File: src/sv/wavhp_pkg.sv
// ----------------------------------------------------------------------------
// wavhp_pkg
// shared types and constants of the wav header parser
// ----------------------------------------------------------------------------
package wavhp_pkg;

  // result kinds
  localparam logic [1:0] KIND_HDR  = 2'd0;
  localparam logic [1:0] KIND_DATA = 2'd1;
  localparam logic [1:0] KIND_ERR  = 2'd2;

  // error codes
  localparam logic [2:0] ERR_NONE     = 3'd0;
  localparam logic [2:0] ERR_NOT_RIFF = 3'd1;
  localparam logic [2:0] ERR_NOT_WAVE = 3'd2;
  localparam logic [2:0] ERR_NO_FMT   = 3'd3;
  localparam logic [2:0] ERR_FMT_TRUNC = 3'd4;
  localparam logic [2:0] ERR_BAD_ENC  = 3'd5;
  localparam logic [2:0] ERR_BAD_SIZE = 3'd6;
  localparam logic [2:0] ERR_NO_DATA  = 3'd7;

  // chunk tags, little endian
  localparam logic [31:0] TAG_RIFF = 32'h4646_4952;
  localparam logic [31:0] TAG_WAVE = 32'h4556_4157;
  localparam logic [31:0] TAG_FMT  = 32'h2074_6D66;
  localparam logic [31:0] TAG_DATA = 32'h6174_6164;

  localparam logic [15:0] MAX_BITS_U8  = 16'd8;
  localparam logic [15:0] MAX_BITS_S16 = 16'd16;
  localparam logic [31:0] FMT_BODY_LEN = 32'd16;
  localparam logic [15:0] FMT_PCM      = 16'd1;

  typedef struct packed {
    logic [1:0]  kind;
    logic [7:0]  out_byte;
    logic [15:0] channels;
    logic [31:0] sample_rate;
    logic        sample_format;
    logic [31:0] data_length;
    logic [2:0]  error_code;
    logic        last;
  } wavhp_res_t;

  typedef struct packed {
    logic done;
    logic in_data;
  } wavhp_stat_t;

endpackage

File: src/sv/wavhp_parser.sv
// ----------------------------------------------------------------------------
// wavhp_parser
// header parse state machine, one byte per enabled cycle
// ----------------------------------------------------------------------------
module wavhp_parser (
  input  logic                  clk,
  input  logic                  rst_n,
  input  logic                  step_en,
  input  logic [7:0]            step_byte,
  input  logic                  step_end,
  output wavhp_pkg::wavhp_res_t res,
  output logic                  res_fire,
  output wavhp_pkg::wavhp_stat_t stat
);
  import wavhp_pkg::*;

  localparam logic [3:0] PH_RIFF_TAG     = 4'd0;
  localparam logic [3:0] PH_RIFF_LEN     = 4'd1;
  localparam logic [3:0] PH_WAVE_TAG     = 4'd2;
  localparam logic [3:0] PH_FSEARCH_ID   = 4'd3;
  localparam logic [3:0] PH_FSEARCH_SIZE = 4'd4;
  localparam logic [3:0] PH_FSEARCH_SKIP = 4'd5;
  localparam logic [3:0] PH_FMT_SIZE     = 4'd6;
  localparam logic [3:0] PH_FMT_BODY     = 4'd7;
  localparam logic [3:0] PH_FMT_TAIL     = 4'd8;
  localparam logic [3:0] PH_DSEARCH_ID   = 4'd9;
  localparam logic [3:0] PH_DSEARCH_SIZE = 4'd10;
  localparam logic [3:0] PH_DSEARCH_SKIP = 4'd11;
  localparam logic [3:0] PH_DATA_SIZE    = 4'd12;
  localparam logic [3:0] PH_DATA_PASS    = 4'd13;
  localparam logic [3:0] PH_DONE         = 4'd14;

  logic [3:0]  phase_r,  phase_nxt;
  logic [1:0]  fbc_r,    fbc_nxt;
  logic [31:0] shift_r,  shift_nxt;
  logic [31:0] skip_r,   skip_nxt;
  logic [15:0] ftag_r,   ftag_nxt;
  logic [15:0] chan_r,   chan_nxt;
  logic [31:0] rate_r,   rate_nxt;
  logic [15:0] bps_r,    bps_nxt;
  logic [31:0] left_r,   left_nxt;

  logic [31:0] shift_in;
  logic        word_done;
  logic [1:0]  fbc_inc;
  logic [3:0]  pos;
  logic [31:0] skip_dec;
  logic [31:0] left_dec;
  logic        early;
  logic        live;

  function automatic logic [2:0] end_code(input logic [3:0] ph);
    logic [2:0] c;
    unique case (ph) inside
      PH_RIFF_TAG:                                    c = ERR_NOT_RIFF;
      PH_RIFF_LEN, PH_WAVE_TAG:                       c = ERR_NOT_WAVE;
      PH_FSEARCH_ID, PH_FSEARCH_SIZE, PH_FSEARCH_SKIP: c = ERR_NO_FMT;
      PH_FMT_SIZE, PH_FMT_BODY:                       c = ERR_FMT_TRUNC;
      default:                                        c = ERR_NO_DATA;
    endcase
    return c;
  endfunction

  assign shift_in  = {step_byte, shift_r[31:8]};
  assign word_done = (fbc_r == 2'd3);
  assign fbc_inc   = word_done ? 2'd0 : fbc_r + 2'd1;
  assign pos       = skip_r[3:0];
  assign skip_dec  = skip_r - 32'd1;
  assign left_dec  = left_r - 32'd1;

  always_comb begin
    phase_nxt = phase_r;
    fbc_nxt   = fbc_r;
    shift_nxt = shift_r;
    skip_nxt  = skip_r;
    ftag_nxt  = ftag_r;
    chan_nxt  = chan_r;
    rate_nxt  = rate_r;
    bps_nxt   = bps_r;
    left_nxt  = left_r;
    res       = '0;
    res_fire  = 1'b0;
    early     = 1'b0;
    live      = 1'b1;
    if (step_en) begin
      unique case (phase_r)
        PH_RIFF_TAG, PH_WAVE_TAG: begin
          shift_nxt = shift_in;
          fbc_nxt   = fbc_inc;
          if (word_done) begin
            if (phase_r == PH_RIFF_TAG && shift_in != TAG_RIFF) begin
              early = 1'b1; res.kind = KIND_ERR; res.error_code = ERR_NOT_RIFF;
            end else if (phase_r == PH_WAVE_TAG && shift_in != TAG_WAVE) begin
              early = 1'b1; res.kind = KIND_ERR; res.error_code = ERR_NOT_WAVE;
            end else begin
              phase_nxt = (phase_r == PH_RIFF_TAG) ? PH_RIFF_LEN : PH_FSEARCH_ID;
            end
          end
        end
        PH_RIFF_LEN: begin
          shift_nxt = shift_in;
          fbc_nxt   = fbc_inc;
          if (word_done) phase_nxt = PH_WAVE_TAG;
        end
        PH_FSEARCH_ID: begin
          shift_nxt = shift_in;
          fbc_nxt   = fbc_inc;
          if (word_done) phase_nxt = (shift_in == TAG_FMT) ? PH_FMT_SIZE : PH_FSEARCH_SIZE;
        end
        PH_DSEARCH_ID: begin
          shift_nxt = shift_in;
          fbc_nxt   = fbc_inc;
          if (word_done) phase_nxt = (shift_in == TAG_DATA) ? PH_DATA_SIZE : PH_DSEARCH_SIZE;
        end
        PH_FSEARCH_SIZE, PH_DSEARCH_SIZE: begin
          shift_nxt = shift_in;
          fbc_nxt   = fbc_inc;
          if (word_done) begin
            skip_nxt = shift_in;
            if (shift_in == 32'd0)
              phase_nxt = (phase_r == PH_FSEARCH_SIZE) ? PH_FSEARCH_ID : PH_DSEARCH_ID;
            else
              phase_nxt = (phase_r == PH_FSEARCH_SIZE) ? PH_FSEARCH_SKIP : PH_DSEARCH_SKIP;
          end
        end
        PH_FSEARCH_SKIP, PH_DSEARCH_SKIP, PH_FMT_TAIL: begin
          skip_nxt = skip_dec;
          if (skip_dec == 32'd0)
            phase_nxt = (phase_r == PH_FSEARCH_SKIP) ? PH_FSEARCH_ID : PH_DSEARCH_ID;
        end
        PH_FMT_SIZE: begin
          shift_nxt = shift_in;
          fbc_nxt   = fbc_inc;
          if (word_done) begin
            left_nxt  = shift_in;
            skip_nxt  = 32'd0;
            phase_nxt = PH_FMT_BODY;
          end
        end
        PH_FMT_BODY: begin
          shift_nxt = shift_in;
          skip_nxt  = {28'd0, pos} + 32'd1;
          if (pos == 4'd1) ftag_nxt = shift_in[31:16];
          if (pos == 4'd3) chan_nxt = shift_in[31:16];
          if (pos == 4'd7) rate_nxt = shift_in;
          if (pos == 4'd15) begin
            bps_nxt = shift_in[31:16];
            if (ftag_r != FMT_PCM) begin
              early = 1'b1; res.kind = KIND_ERR; res.error_code = ERR_BAD_ENC;
            end else if (shift_in[31:16] > MAX_BITS_S16) begin
              early = 1'b1; res.kind = KIND_ERR; res.error_code = ERR_BAD_SIZE;
            end else begin
              left_nxt = 32'd0;
              if (left_r > FMT_BODY_LEN) begin
                skip_nxt  = left_r - FMT_BODY_LEN;
                phase_nxt = PH_FMT_TAIL;
              end else begin
                skip_nxt  = 32'd0;
                phase_nxt = PH_DSEARCH_ID;
              end
            end
          end
        end
        PH_DATA_SIZE: begin
          shift_nxt = shift_in;
          fbc_nxt   = fbc_inc;
          if (word_done) begin
            early             = 1'b1;
            left_nxt          = shift_in;
            res.kind          = KIND_HDR;
            res.channels      = chan_r;
            res.sample_rate   = rate_r;
            res.sample_format = (bps_r > MAX_BITS_U8);
            res.data_length   = shift_in;
            res.last          = (shift_in == 32'd0) || step_end;
            phase_nxt         = res.last ? PH_DONE : PH_DATA_PASS;
          end
        end
        PH_DATA_PASS: begin
          early        = 1'b1;
          left_nxt     = left_dec;
          res.kind     = KIND_DATA;
          res.out_byte = step_byte;
          res.last     = (left_dec == 32'd0) || step_end;
          if (res.last) phase_nxt = PH_DONE;
        end
        default: live = 1'b0;
      endcase
      // early end of file while the header is still awaited
      if (live && !early && step_end) begin
        early          = 1'b1;
        res.kind       = KIND_ERR;
        res.error_code = end_code(phase_nxt);
      end
      res_fire = live && early;
      if (res_fire && res.kind == KIND_ERR) phase_nxt = PH_DONE;
    end
  end

  always_ff @(posedge clk) begin
    if (!rst_n) begin
      phase_r <= PH_RIFF_TAG;
      fbc_r   <= 2'd0;
    end else begin
      phase_r <= phase_nxt;
      fbc_r   <= fbc_nxt;
    end
  end

  always_ff @(posedge clk) begin
    shift_r <= shift_nxt;
    skip_r  <= skip_nxt;
    ftag_r  <= ftag_nxt;
    chan_r  <= chan_nxt;
    rate_r  <= rate_nxt;
    bps_r   <= bps_nxt;
    left_r  <= left_nxt;
  end

  assign stat.done    = (phase_r == PH_DONE);
  assign stat.in_data = (phase_r == PH_DATA_PASS);

endmodule

File: src/sv/wavhp_out_reg.sv
// ----------------------------------------------------------------------------
// wavhp_out_reg
// result register of the wav header parser
// ----------------------------------------------------------------------------
module wavhp_out_reg (
  input  logic                  clk,
  input  logic                  rst_n,
  input  logic                  load,
  input  logic                  load_fire,
  input  wavhp_pkg::wavhp_res_t load_res,
  input  logic                  out_ready,
  output logic                  out_valid,
  output wavhp_pkg::wavhp_res_t out_res
);
  import wavhp_pkg::*;

  logic       valid_r, valid_nxt;
  wavhp_res_t res_r;

  // load only happens when the register is empty or being drained
  assign valid_nxt = load ? load_fire : (valid_r && !out_ready);

  always_ff @(posedge clk) begin
    if (!rst_n) begin
      valid_r <= 1'b0;
    end else begin
      valid_r <= valid_nxt;
    end
  end

  always_ff @(posedge clk) begin
    if (load && load_fire) begin
      res_r <= load_res;
    end
  end

  assign out_valid = valid_r;
  assign out_res   = res_r;

endmodule

File: src/sv/wav_header_parser_core.sv
// ----------------------------------------------------------------------------
// wav_header_parser_core
// riff/wave header parser with data byte pass-through
// ----------------------------------------------------------------------------
// usage
//   input channel: one file byte per request on in_byte, in file order, with
//   in_stream_end high on the final byte of the file
//   result channel: at most one result per input byte; out_kind tells a
//   header (channels, rate, format, data length), a data byte or an error
//   path: an accepted byte is held in the input register, then parse logic
//   writes its result into the result register
//   throughput: one byte per cycle, limited only by the output handshake
//   every byte, with or without a result, waits in the input register while
//   the result register is full and not being drained
//   stall: while a result waits, the input register still takes one byte;
//   further bytes wait until out_ready drains the result register
//   reset: synchronous rst_n returns the parser to the riff tag check and
//   empties both registers
//   after an error, the final data byte or end of file, all input bytes are
//   accepted and dropped until reset
// ----------------------------------------------------------------------------
module wav_header_parser_core (
  input  logic        clk,
  input  logic        rst_n,
  input  logic        in_valid,
  output logic        in_ready,
  input  logic [7:0]  in_byte,
  input  logic        in_stream_end,
  output logic        out_valid,
  input  logic        out_ready,
  output logic [1:0]  out_kind,
  output logic [7:0]  out_byte,
  output logic [15:0] out_channels,
  output logic [31:0] out_sample_rate,
  output logic        out_sample_format,
  output logic [31:0] out_data_length,
  output logic [2:0]  out_error_code,
  output logic        out_last
);
  import wavhp_pkg::*;

  // input register
  logic       s1_valid_r, s1_valid_nxt;
  logic [7:0] s1_byte_r;
  logic       s1_end_r;

  logic        advance;
  wavhp_res_t  step_res;
  logic        step_fire;
  wavhp_stat_t stat;
  wavhp_res_t  out_res;

  // the held byte moves on when the result register is free this cycle
  assign advance      = s1_valid_r && (!out_valid || out_ready);
  assign in_ready     = !s1_valid_r || advance;
  assign s1_valid_nxt = (in_valid && in_ready) || (s1_valid_r && !advance);

  always_ff @(posedge clk) begin
    if (!rst_n) begin
      s1_valid_r <= 1'b0;
    end else begin
      s1_valid_r <= s1_valid_nxt;
    end
  end

  always_ff @(posedge clk) begin
    if (in_valid && in_ready) begin
      s1_byte_r <= in_byte;
      s1_end_r  <= in_stream_end;
    end
  end

  // parse step, one byte per advance
  wavhp_parser u_parser (
    .clk       (clk),
    .rst_n     (rst_n),
    .step_en   (advance),
    .step_byte (s1_byte_r),
    .step_end  (s1_end_r),
    .res       (step_res),
    .res_fire  (step_fire),
    .stat      (stat)
  );

  // result register
  wavhp_out_reg u_out_reg (
    .clk       (clk),
    .rst_n     (rst_n),
    .load      (advance),
    .load_fire (step_fire),
    .load_res  (step_res),
    .out_ready (out_ready),
    .out_valid (out_valid),
    .out_res   (out_res)
  );

  assign out_kind          = out_res.kind;
  assign out_byte          = out_res.out_byte;
  assign out_channels      = out_res.channels;
  assign out_sample_rate   = out_res.sample_rate;
  assign out_sample_format = out_res.sample_format;
  assign out_data_length   = out_res.data_length;
  assign out_error_code    = out_res.error_code;
  assign out_last          = out_res.last;

  // error or final result leaves the parser finished
  a_final_done: assert property (@(posedge clk) disable iff (!rst_n)
    (advance && step_fire && (step_res.kind == KIND_ERR || step_res.last)) |=> stat.done)
    else $error("parser not finished after final result");

  // a header without last opens the data phase
  a_hdr_data: assert property (@(posedge clk) disable iff (!rst_n)
    (advance && step_fire && step_res.kind == KIND_HDR && !step_res.last) |=> stat.in_data)
    else $error("data phase not entered after header");

  // error results carry a code and never last
  a_err_fields: assert property (@(posedge clk) disable iff (!rst_n)
    (out_valid && out_kind == KIND_ERR) |-> (!out_last && out_error_code != ERR_NONE))
    else $error("malformed error result");

  // no result leaves a finished parser
  a_done_quiet: assert property (@(posedge clk) disable iff (!rst_n)
    stat.done |-> !step_fire)
    else $error("result after parser finished");

  // input is held back only by a waiting byte
  a_ready: assert property (@(posedge clk) disable iff (!rst_n)
    !in_ready |-> (s1_valid_r && out_valid && !out_ready))
    else $error("input stalled without cause");

endmodule

File: config.mk
export PLATFORM = sky130hd
export DESIGN_NAME = wav_header_parser_core
export DESIGN_NICKNAME = d
export VERILOG_FILES = /design/src/sv/wavhp_pkg.sv /design/src/sv/wavhp_parser.sv /design/src/sv/wavhp_out_reg.sv /design/src/sv/wav_header_parser_core.sv
export SDC_FILE = /design/constraint.sdc
export NUM_CORES = 1
export LEC_CHECK = 0
export BUFFER_PORTS_ARGS = -buffer_cell sky130_fd_sc_hd__buf_4
export CORE_ASPECT_RATIO = 1.25
export CORE_MARGIN = 5
export CORE_UTILIZATION = 40
export CTS_CLUSTER_DIAMETER = 200
export DETAILED_ROUTE_END_ITERATION = 10
export PLACE_DENSITY = 0.57
export SLEW_MARGIN = 5
export SYNTH_ARGS = -nofsm -noshare
export SYNTH_HDL_FRONTEND = slang
export SYNTH_HIERARCHICAL = 1
export SYNTH_SLANG_ARGS = --single-unit
File: constraint.sdc
create_clock -name clk -period 8.71 [get_ports clk]
set_input_delay 1.742 -clock clk [delete_from_list [all_inputs] [get_ports clk]]
set_output_delay 1.742 -clock clk [all_outputs]
set_load 0.05 [all_outputs]
# Word level (Yosys, flattened, before mapping)
# Index checks and enable logic that the tools add are counted.
[word_totals]
reg_bits = 288
input_bits = 13
output_inout_bits = 97
[op_classes]
n_addsub = 5
magnitude_cmp = 3
eq_ne = 37
mux = 73
reduce_logical = 48
[ops]
columns = ["op", "n"]
rows = [
  ["32-bit 2-to-1 mux", 9],
  ["32-bit one-hot mux with 4 select lines", 1],
  ["32-bit logical NOT", 3],
  ["32-bit one-hot mux with 3 select lines", 1],
  ["4-bit 2-to-1 mux", 20],
  ["32-bit by 31-bit != test with 1-bit output, second input constant", 2],
  ["32-bit by 1-bit subtractor with 32-bit output, second input constant", 2],
  ["4-bit one-hot mux with 10 select lines", 1],
  ["4-bit by 3-bit == test with 1-bit output, second input constant", 9],
  ["32-bit by 30-bit == test with 1-bit output, second input constant", 1],
  ["32-bit by 31-bit == test with 1-bit output, second input constant", 1],
  ["32-bit by 5-bit > comparator with 1-bit output, second input constant", 1],
  ["32-bit by 5-bit subtractor with 32-bit output, second input constant", 1],
  ["4-bit == test, second input constant", 7],
  ["2-bit 2-to-1 mux", 13],
  ["3-bit 2-to-1 mux", 7],
  ["4-bit by 2-bit == test with 1-bit output, second input constant", 5],
  ["16-bit by 4-bit > comparator with 1-bit output, second input constant", 1],
  ["16-bit by 5-bit > comparator with 1-bit output, second input constant", 1],
  ["1-bit 2-to-1 mux", 16],
  ["16-bit by 1-bit != test with 1-bit output, second input constant", 1],
  ["3-bit AND reduction", 5],
  ["14-bit OR reduction", 1],
  ["4-bit by 1-bit == test with 1-bit output, second input constant", 3],
  ["23 further kinds", 54],
]

# Logic depth before layout (Yosys ltp)
[logic_depth]
depth_word = 15
mapped_depth = 15
mapped_depth_nobuf = 13

# Cells and area by module
# Netlist, hierarchy kept.
[modules_own_cells]
columns = ["mod", "instances", "cells_each", "area_each_um2", "seq_area_each_um2"]
rows = [
  ["wavhp_parser", 1, 1015, 10161.0, 5165.0],
  ["wavhp_out_reg", 1, 99, 2896.5, 2872.8],
  ["wav_header_parser_core", 1, 16, 345.3, 290.3],
]

# Worst setup path after synthesis
# No wires, ideal clock.
[synth_timing]
path_kind = "input to register"
startpoint = "input out_ready"
endpoint = "register u_parser.left_r[0] (enable)"
arrival_time_ps = 5778
required_time_ps = 8197
path_slack_ps = 2418
path_stages = 4
n_path_buf = 1
path_cell_list = "inv_1 > a21boi_0 > clkbuf_1 > nor4b_1"
[synth_via]
elab_chain_len = 3
[synth_rtl]
columns = ["element", "line", "text"]
rows = [
  ["start: declaration", "wav_header_parser_core.sv:30", "input logic out_ready,"],
  ["1-bit logical OR", "wav_header_parser_core.sv:54", "assign advance = s1_valid_r && (!out_valid || out_ready);"],
  ["1-bit logical AND", "wav_header_parser_core.sv:54", ""],
  ["net advance", "wav_header_parser_core.sv:47", "logic advance;"],
  ["6-bit AND reduction (no source line)", "--", ""],
  ["end signal: assignment", "wavhp_parser.sv:217", "left_r <= left_nxt;"],
  ["end: declaration", "wavhp_parser.sv:41", "logic [31:0] left_r, left_nxt;"],
]
# The timed path passes the listed nets, and every way through them passes these cells.
# A chain may end at the register's enable or synchronous reset.

# Worst setup path after layout
[layout_timing]
startpoint = "register u_parser.left_r[0]"
endpoint = "register u_out_reg.res_r (netlist bit u_out_reg/out_res[1]) (data pin)"
[layout_via]
elab_chain_len = 11
[layout_rtl]
columns = ["element", "line", "text"]
rows = [
  ["branches (longest 5 deep; another with 32-bit by 1-bit subtractor with 32-bit output)", "--", ""],
  ["4-bit one-hot mux with 10 select lines *", "wavhp_parser.sv:86", "unique case (phase_r)"],
  ["4-bit 2-to-1 mux *", "wavhp_parser.sv:85", "if (step_en) begin"],
  ["4-bit by 3-bit == test with 1-bit output (tied with other cells)", "wavhp_parser.sv:193", "res.error_code = end_code(phase_nxt);"],
  ["3-bit OR reduction or 2-bit OR reduction (tied branches)", "wavhp_parser.sv:54", "unique case (ph) inside"],
  ["3-bit one-hot mux with 4 select lines *", "wavhp_parser.sv:54", ""],
  ["3-bit 2-to-1 mux *", "wavhp_parser.sv:190", "if (live && !early && step_end) begin"],
  ["end signal: assignment", "wavhp_out_reg.sv:33", "res_r <= load_res;"],
  ["end: declaration", "wavhp_out_reg.sv:18", "wavhp_res_t res_r;"],
]
# Mark *: on every way between the ends. The select of a mux whose other input is x is not followed.

==> results by group <==
STA
  – Setup violators final: 0
  – Worst rel slew slack: 0.235
  – Final Hold Viols: 0
  – Unrepaired setup endpoints after global routing: false
  – Slew Viols, Final: 0
  – Setup ws final: 4.21 ns
  – Tmin final: 4.50 ns
  – Slew @ Worst Pin: ~1.1 ns
  – Clk_skew: between 0.02 and 0.025 ns
  – Final worst path period share: 0.517
  – Setup TNS: 0 ns
  – Fmax achieved: between 200 and 250 MHz

Worst setup path
  – Worst Setup End Kind: flop
  – Reg2Reg Capture Point: u_out_reg/out_res[1]$_DFFE_PP_
  – Critical path class: flop to flop
  – FF-to-FF path depth: 12
  – RR Startpoint: u_parser/left_r[0]$_DFFE_PP_
  – Critical Path RT: approximately 9.0 ns
  – CP max FO: 10
  – Crit start category: flop
  – Worst EP arrival: between 4 and 5 ns
  – Setup slack, reg-to-reg: between 4 and 5 ns

CTS
  – Cts repair resizes: 0
  – H-tree depth: 1
  – Clock sink count: 280
  – Reg clk slew, reported paths: roughly 0.07 ns
  – CTS tree: built
  – Max Root-Sink Buffers: 3
  – Clock buffer count from CTS: 28
  – Hold-fix buffers, CTS: 0
  – Clk_lat worst skew: approximately 0.56 ns
  – Setup bufs post-CTS: 0
  – Clock root cell: clkbuf_16

Power
  – Leakage: 5.30 nW
  – VDD IR-drop max: about 140 µV
  – Power per Cell Area: ~180 nW/µm²

Placed design
  – Placer Congestion: 0.950
  – Detailed placement HPWL: 25300 µm
  – Inst Count DP: approximately 1600
  – Dpl ws: 4.23 ns
  – Input/output buffers: 109

Global route
  – Initial antenna violation count: 0
  – First-pass GRT wire length: between 50000 and 60000 µm
  – Vias in the first global route: between 9000 and 10000
  – Overall track demand over capacity in global routing: 0.195
  – Largest net degree at the start of global routing: 79
  – Total gr overflow: 0

Layout
  – Fill cells: 2995
  – Fraction of layout cells with a size suffix above 1: 0.159
  – Utilization after layout: 0.466
  – Area Overhead vs Synth: 16.0%
  – Nets: roughly 1200
  – Finished Layout Cells: approximately 1700

Synth
  – Post-Syn Nets: ~1200
  – Mapped Avg Cell Area: roughly 12 µm²
  – Post-Syn Area: around 13000 µm²
  – Post-Synthesis Cells: 1129
  – Synth warn: 6

Route
  – Number of vias per cell: approximately 5.7
  – First drt pass iteration count: 5
  – Final ANT Viol Nets: 0
  – Drt initial violations: 1014
  – Final WL: 37300 µm
  – Remaining DRCs: 0
  – Vias post-DR: 9425
  – Routed wire length per instance: 22.4 µm

Die
  – FP Rows: 75
  – Die Wd: between 150 and 200 µm
  – Area of the core: about 33000 µm²
  – Boundary Pins: 110
  – Chip height: about 210 µm
  – Die area: 37300 µm²
  – Starting Density: 0.402

Hold path
  – Hold Path Class: flop to flop
  – Min-delay src: u_parser/fbc_r[0]$_SDFFE_PN0P_
  – Min-Delay Endpoint: u_parser/fbc_r[0]$_SDFFE_PN0P_
  – Cell count of the worst hold path: 2

Flow run
  – Max_cap viols: 0

Status
  – Status: finished clean
[stage by stage]
step / total power (W) / hold slack (ns) / cell area [µm²]
floorplan: 0.00160 / 0.456 / 13400
global placement: 0.00165 / 0.466 / 14600
detailed placement: 0.00165 / 0.487 / 14600
CTS: 0.00284 / 0.496 / 15500
global route: 0.00291 / 0.530 / 15500
finish: 0.00281 / 0.489 / 15500
[where the power goes]
group          leakage [nW]  internal [W]   total, W  switching [W]
Combinational          2.21     0.0000342  0.0000933      0.0000592
Sequential             2.65       0.00149    0.00153      0.0000391
Clock                 0.441      0.000670    0.00119       0.000521
Total                  5.30       0.00219    0.00281       0.000619
[flip-flops by register name, indices dropped and copies added, names as in the netlist]
register             cells
u_parser/left_r         32
s1_end_r                 1
u_parser/chan_r         16
s1_valid_r               1
u_parser/ftag_r         16
u_out_reg/out_valid      1
u_parser/rate_r         32
u_parser/phase_r         4
u_parser/bps_r          16
s1_byte_r                8
u_parser/shift_r        24
u_parser/fbc_r           2
u_parser/skip_r         32
u_out_reg/out_res       95
[cells in the final DEF (no fill, tap or decap), drive strengths merged, types with 5 or more instances in the layout]
cell type / n
o31ai: 8
nor2: 85
a22o: 6
or3: 18
nor2b: 8
clkinv: 14
nand4: 17
o211ai: 7
a21oi: 28
nand2: 87
clkbuf: 32
nor4b: 7
and3: 13
buf: 124
edfxtp: 272
or4: 16
nor3: 36
a211o: 5
xnor2: 41
nand3: 29
dfxtp: 8
ha: 11
xor2: 41
nand3b: 9
o21ai: 76
o21a: 5
nor4: 36
inv: 25
and2: 84
a31oi: 20
[worst max-delay path: stages (launching register included)]
cell	delay, ns
edfxtp_1	0.49
inv_1	0.10
ha_1	0.21
nor3b_2	0.61
o211ai_1	0.29
o21ai_0	0.29
nand4b_1	0.12
or4_1	0.57
nor4_1	0.88
nor4_1	0.14
o21ai_0	0.28
xor2_1	0.17
a21oi_1	0.08
[worst max path at each step]
| stage | from | end | slack, ns | cells past startpoint |
|---|---|---|---|---|
| after detailed placement | u_parser/left_r[0]$_DFFE_PP_ | u_out_reg/out_res[1]$_DFFE_PP_ | 4.23 | 12 |
| after global placement | u_parser/left_r[16]$_DFFE_PP_ | u_out_reg/out_res[1]$_DFFE_PP_ | 4.29 | 10 |
| after global routing | u_parser/left_r[1]$_DFFE_PP_ | u_out_reg/out_res[1]$_DFFE_PP_ | 3.87 | 12 |
| final | u_parser/left_r[0]$_DFFE_PP_ | u_out_reg/out_res[1]$_DFFE_PP_ | 4.21 | 12 |
| after floorplan | out_ready | u_parser/left_r[0]$_DFFE_PP_ | 2.42 | 4 |
| after CTS | u_parser/left_r[0]$_DFFE_PP_ | u_out_reg/out_res[1]$_DFFE_PP_ | 4.22 | 12 |
[area by class of cell]
cell class                 instances  area (µm²)  area share
sequential                       280        8330       0.536
multi-input combinational        757        4750       0.306
timing repair buffer             124         931      0.0599
clock buffer                      32         737      0.0474
tap                              423         529      0.0341
clock inverter                    19         164      0.0106
inverter                          24        90.1     0.00580
antenna                            2        5.00    0.000322
[metal layers]
layer / wire length [µm] / track usage
met5: 0 / 0
met4: 1090 / 0.0665
met3: 2140 / 0.0273
met2: 18200 / 0.329
met1: 15900 / 0.259
No activity file was read; power rests on OpenSTA's default activity.
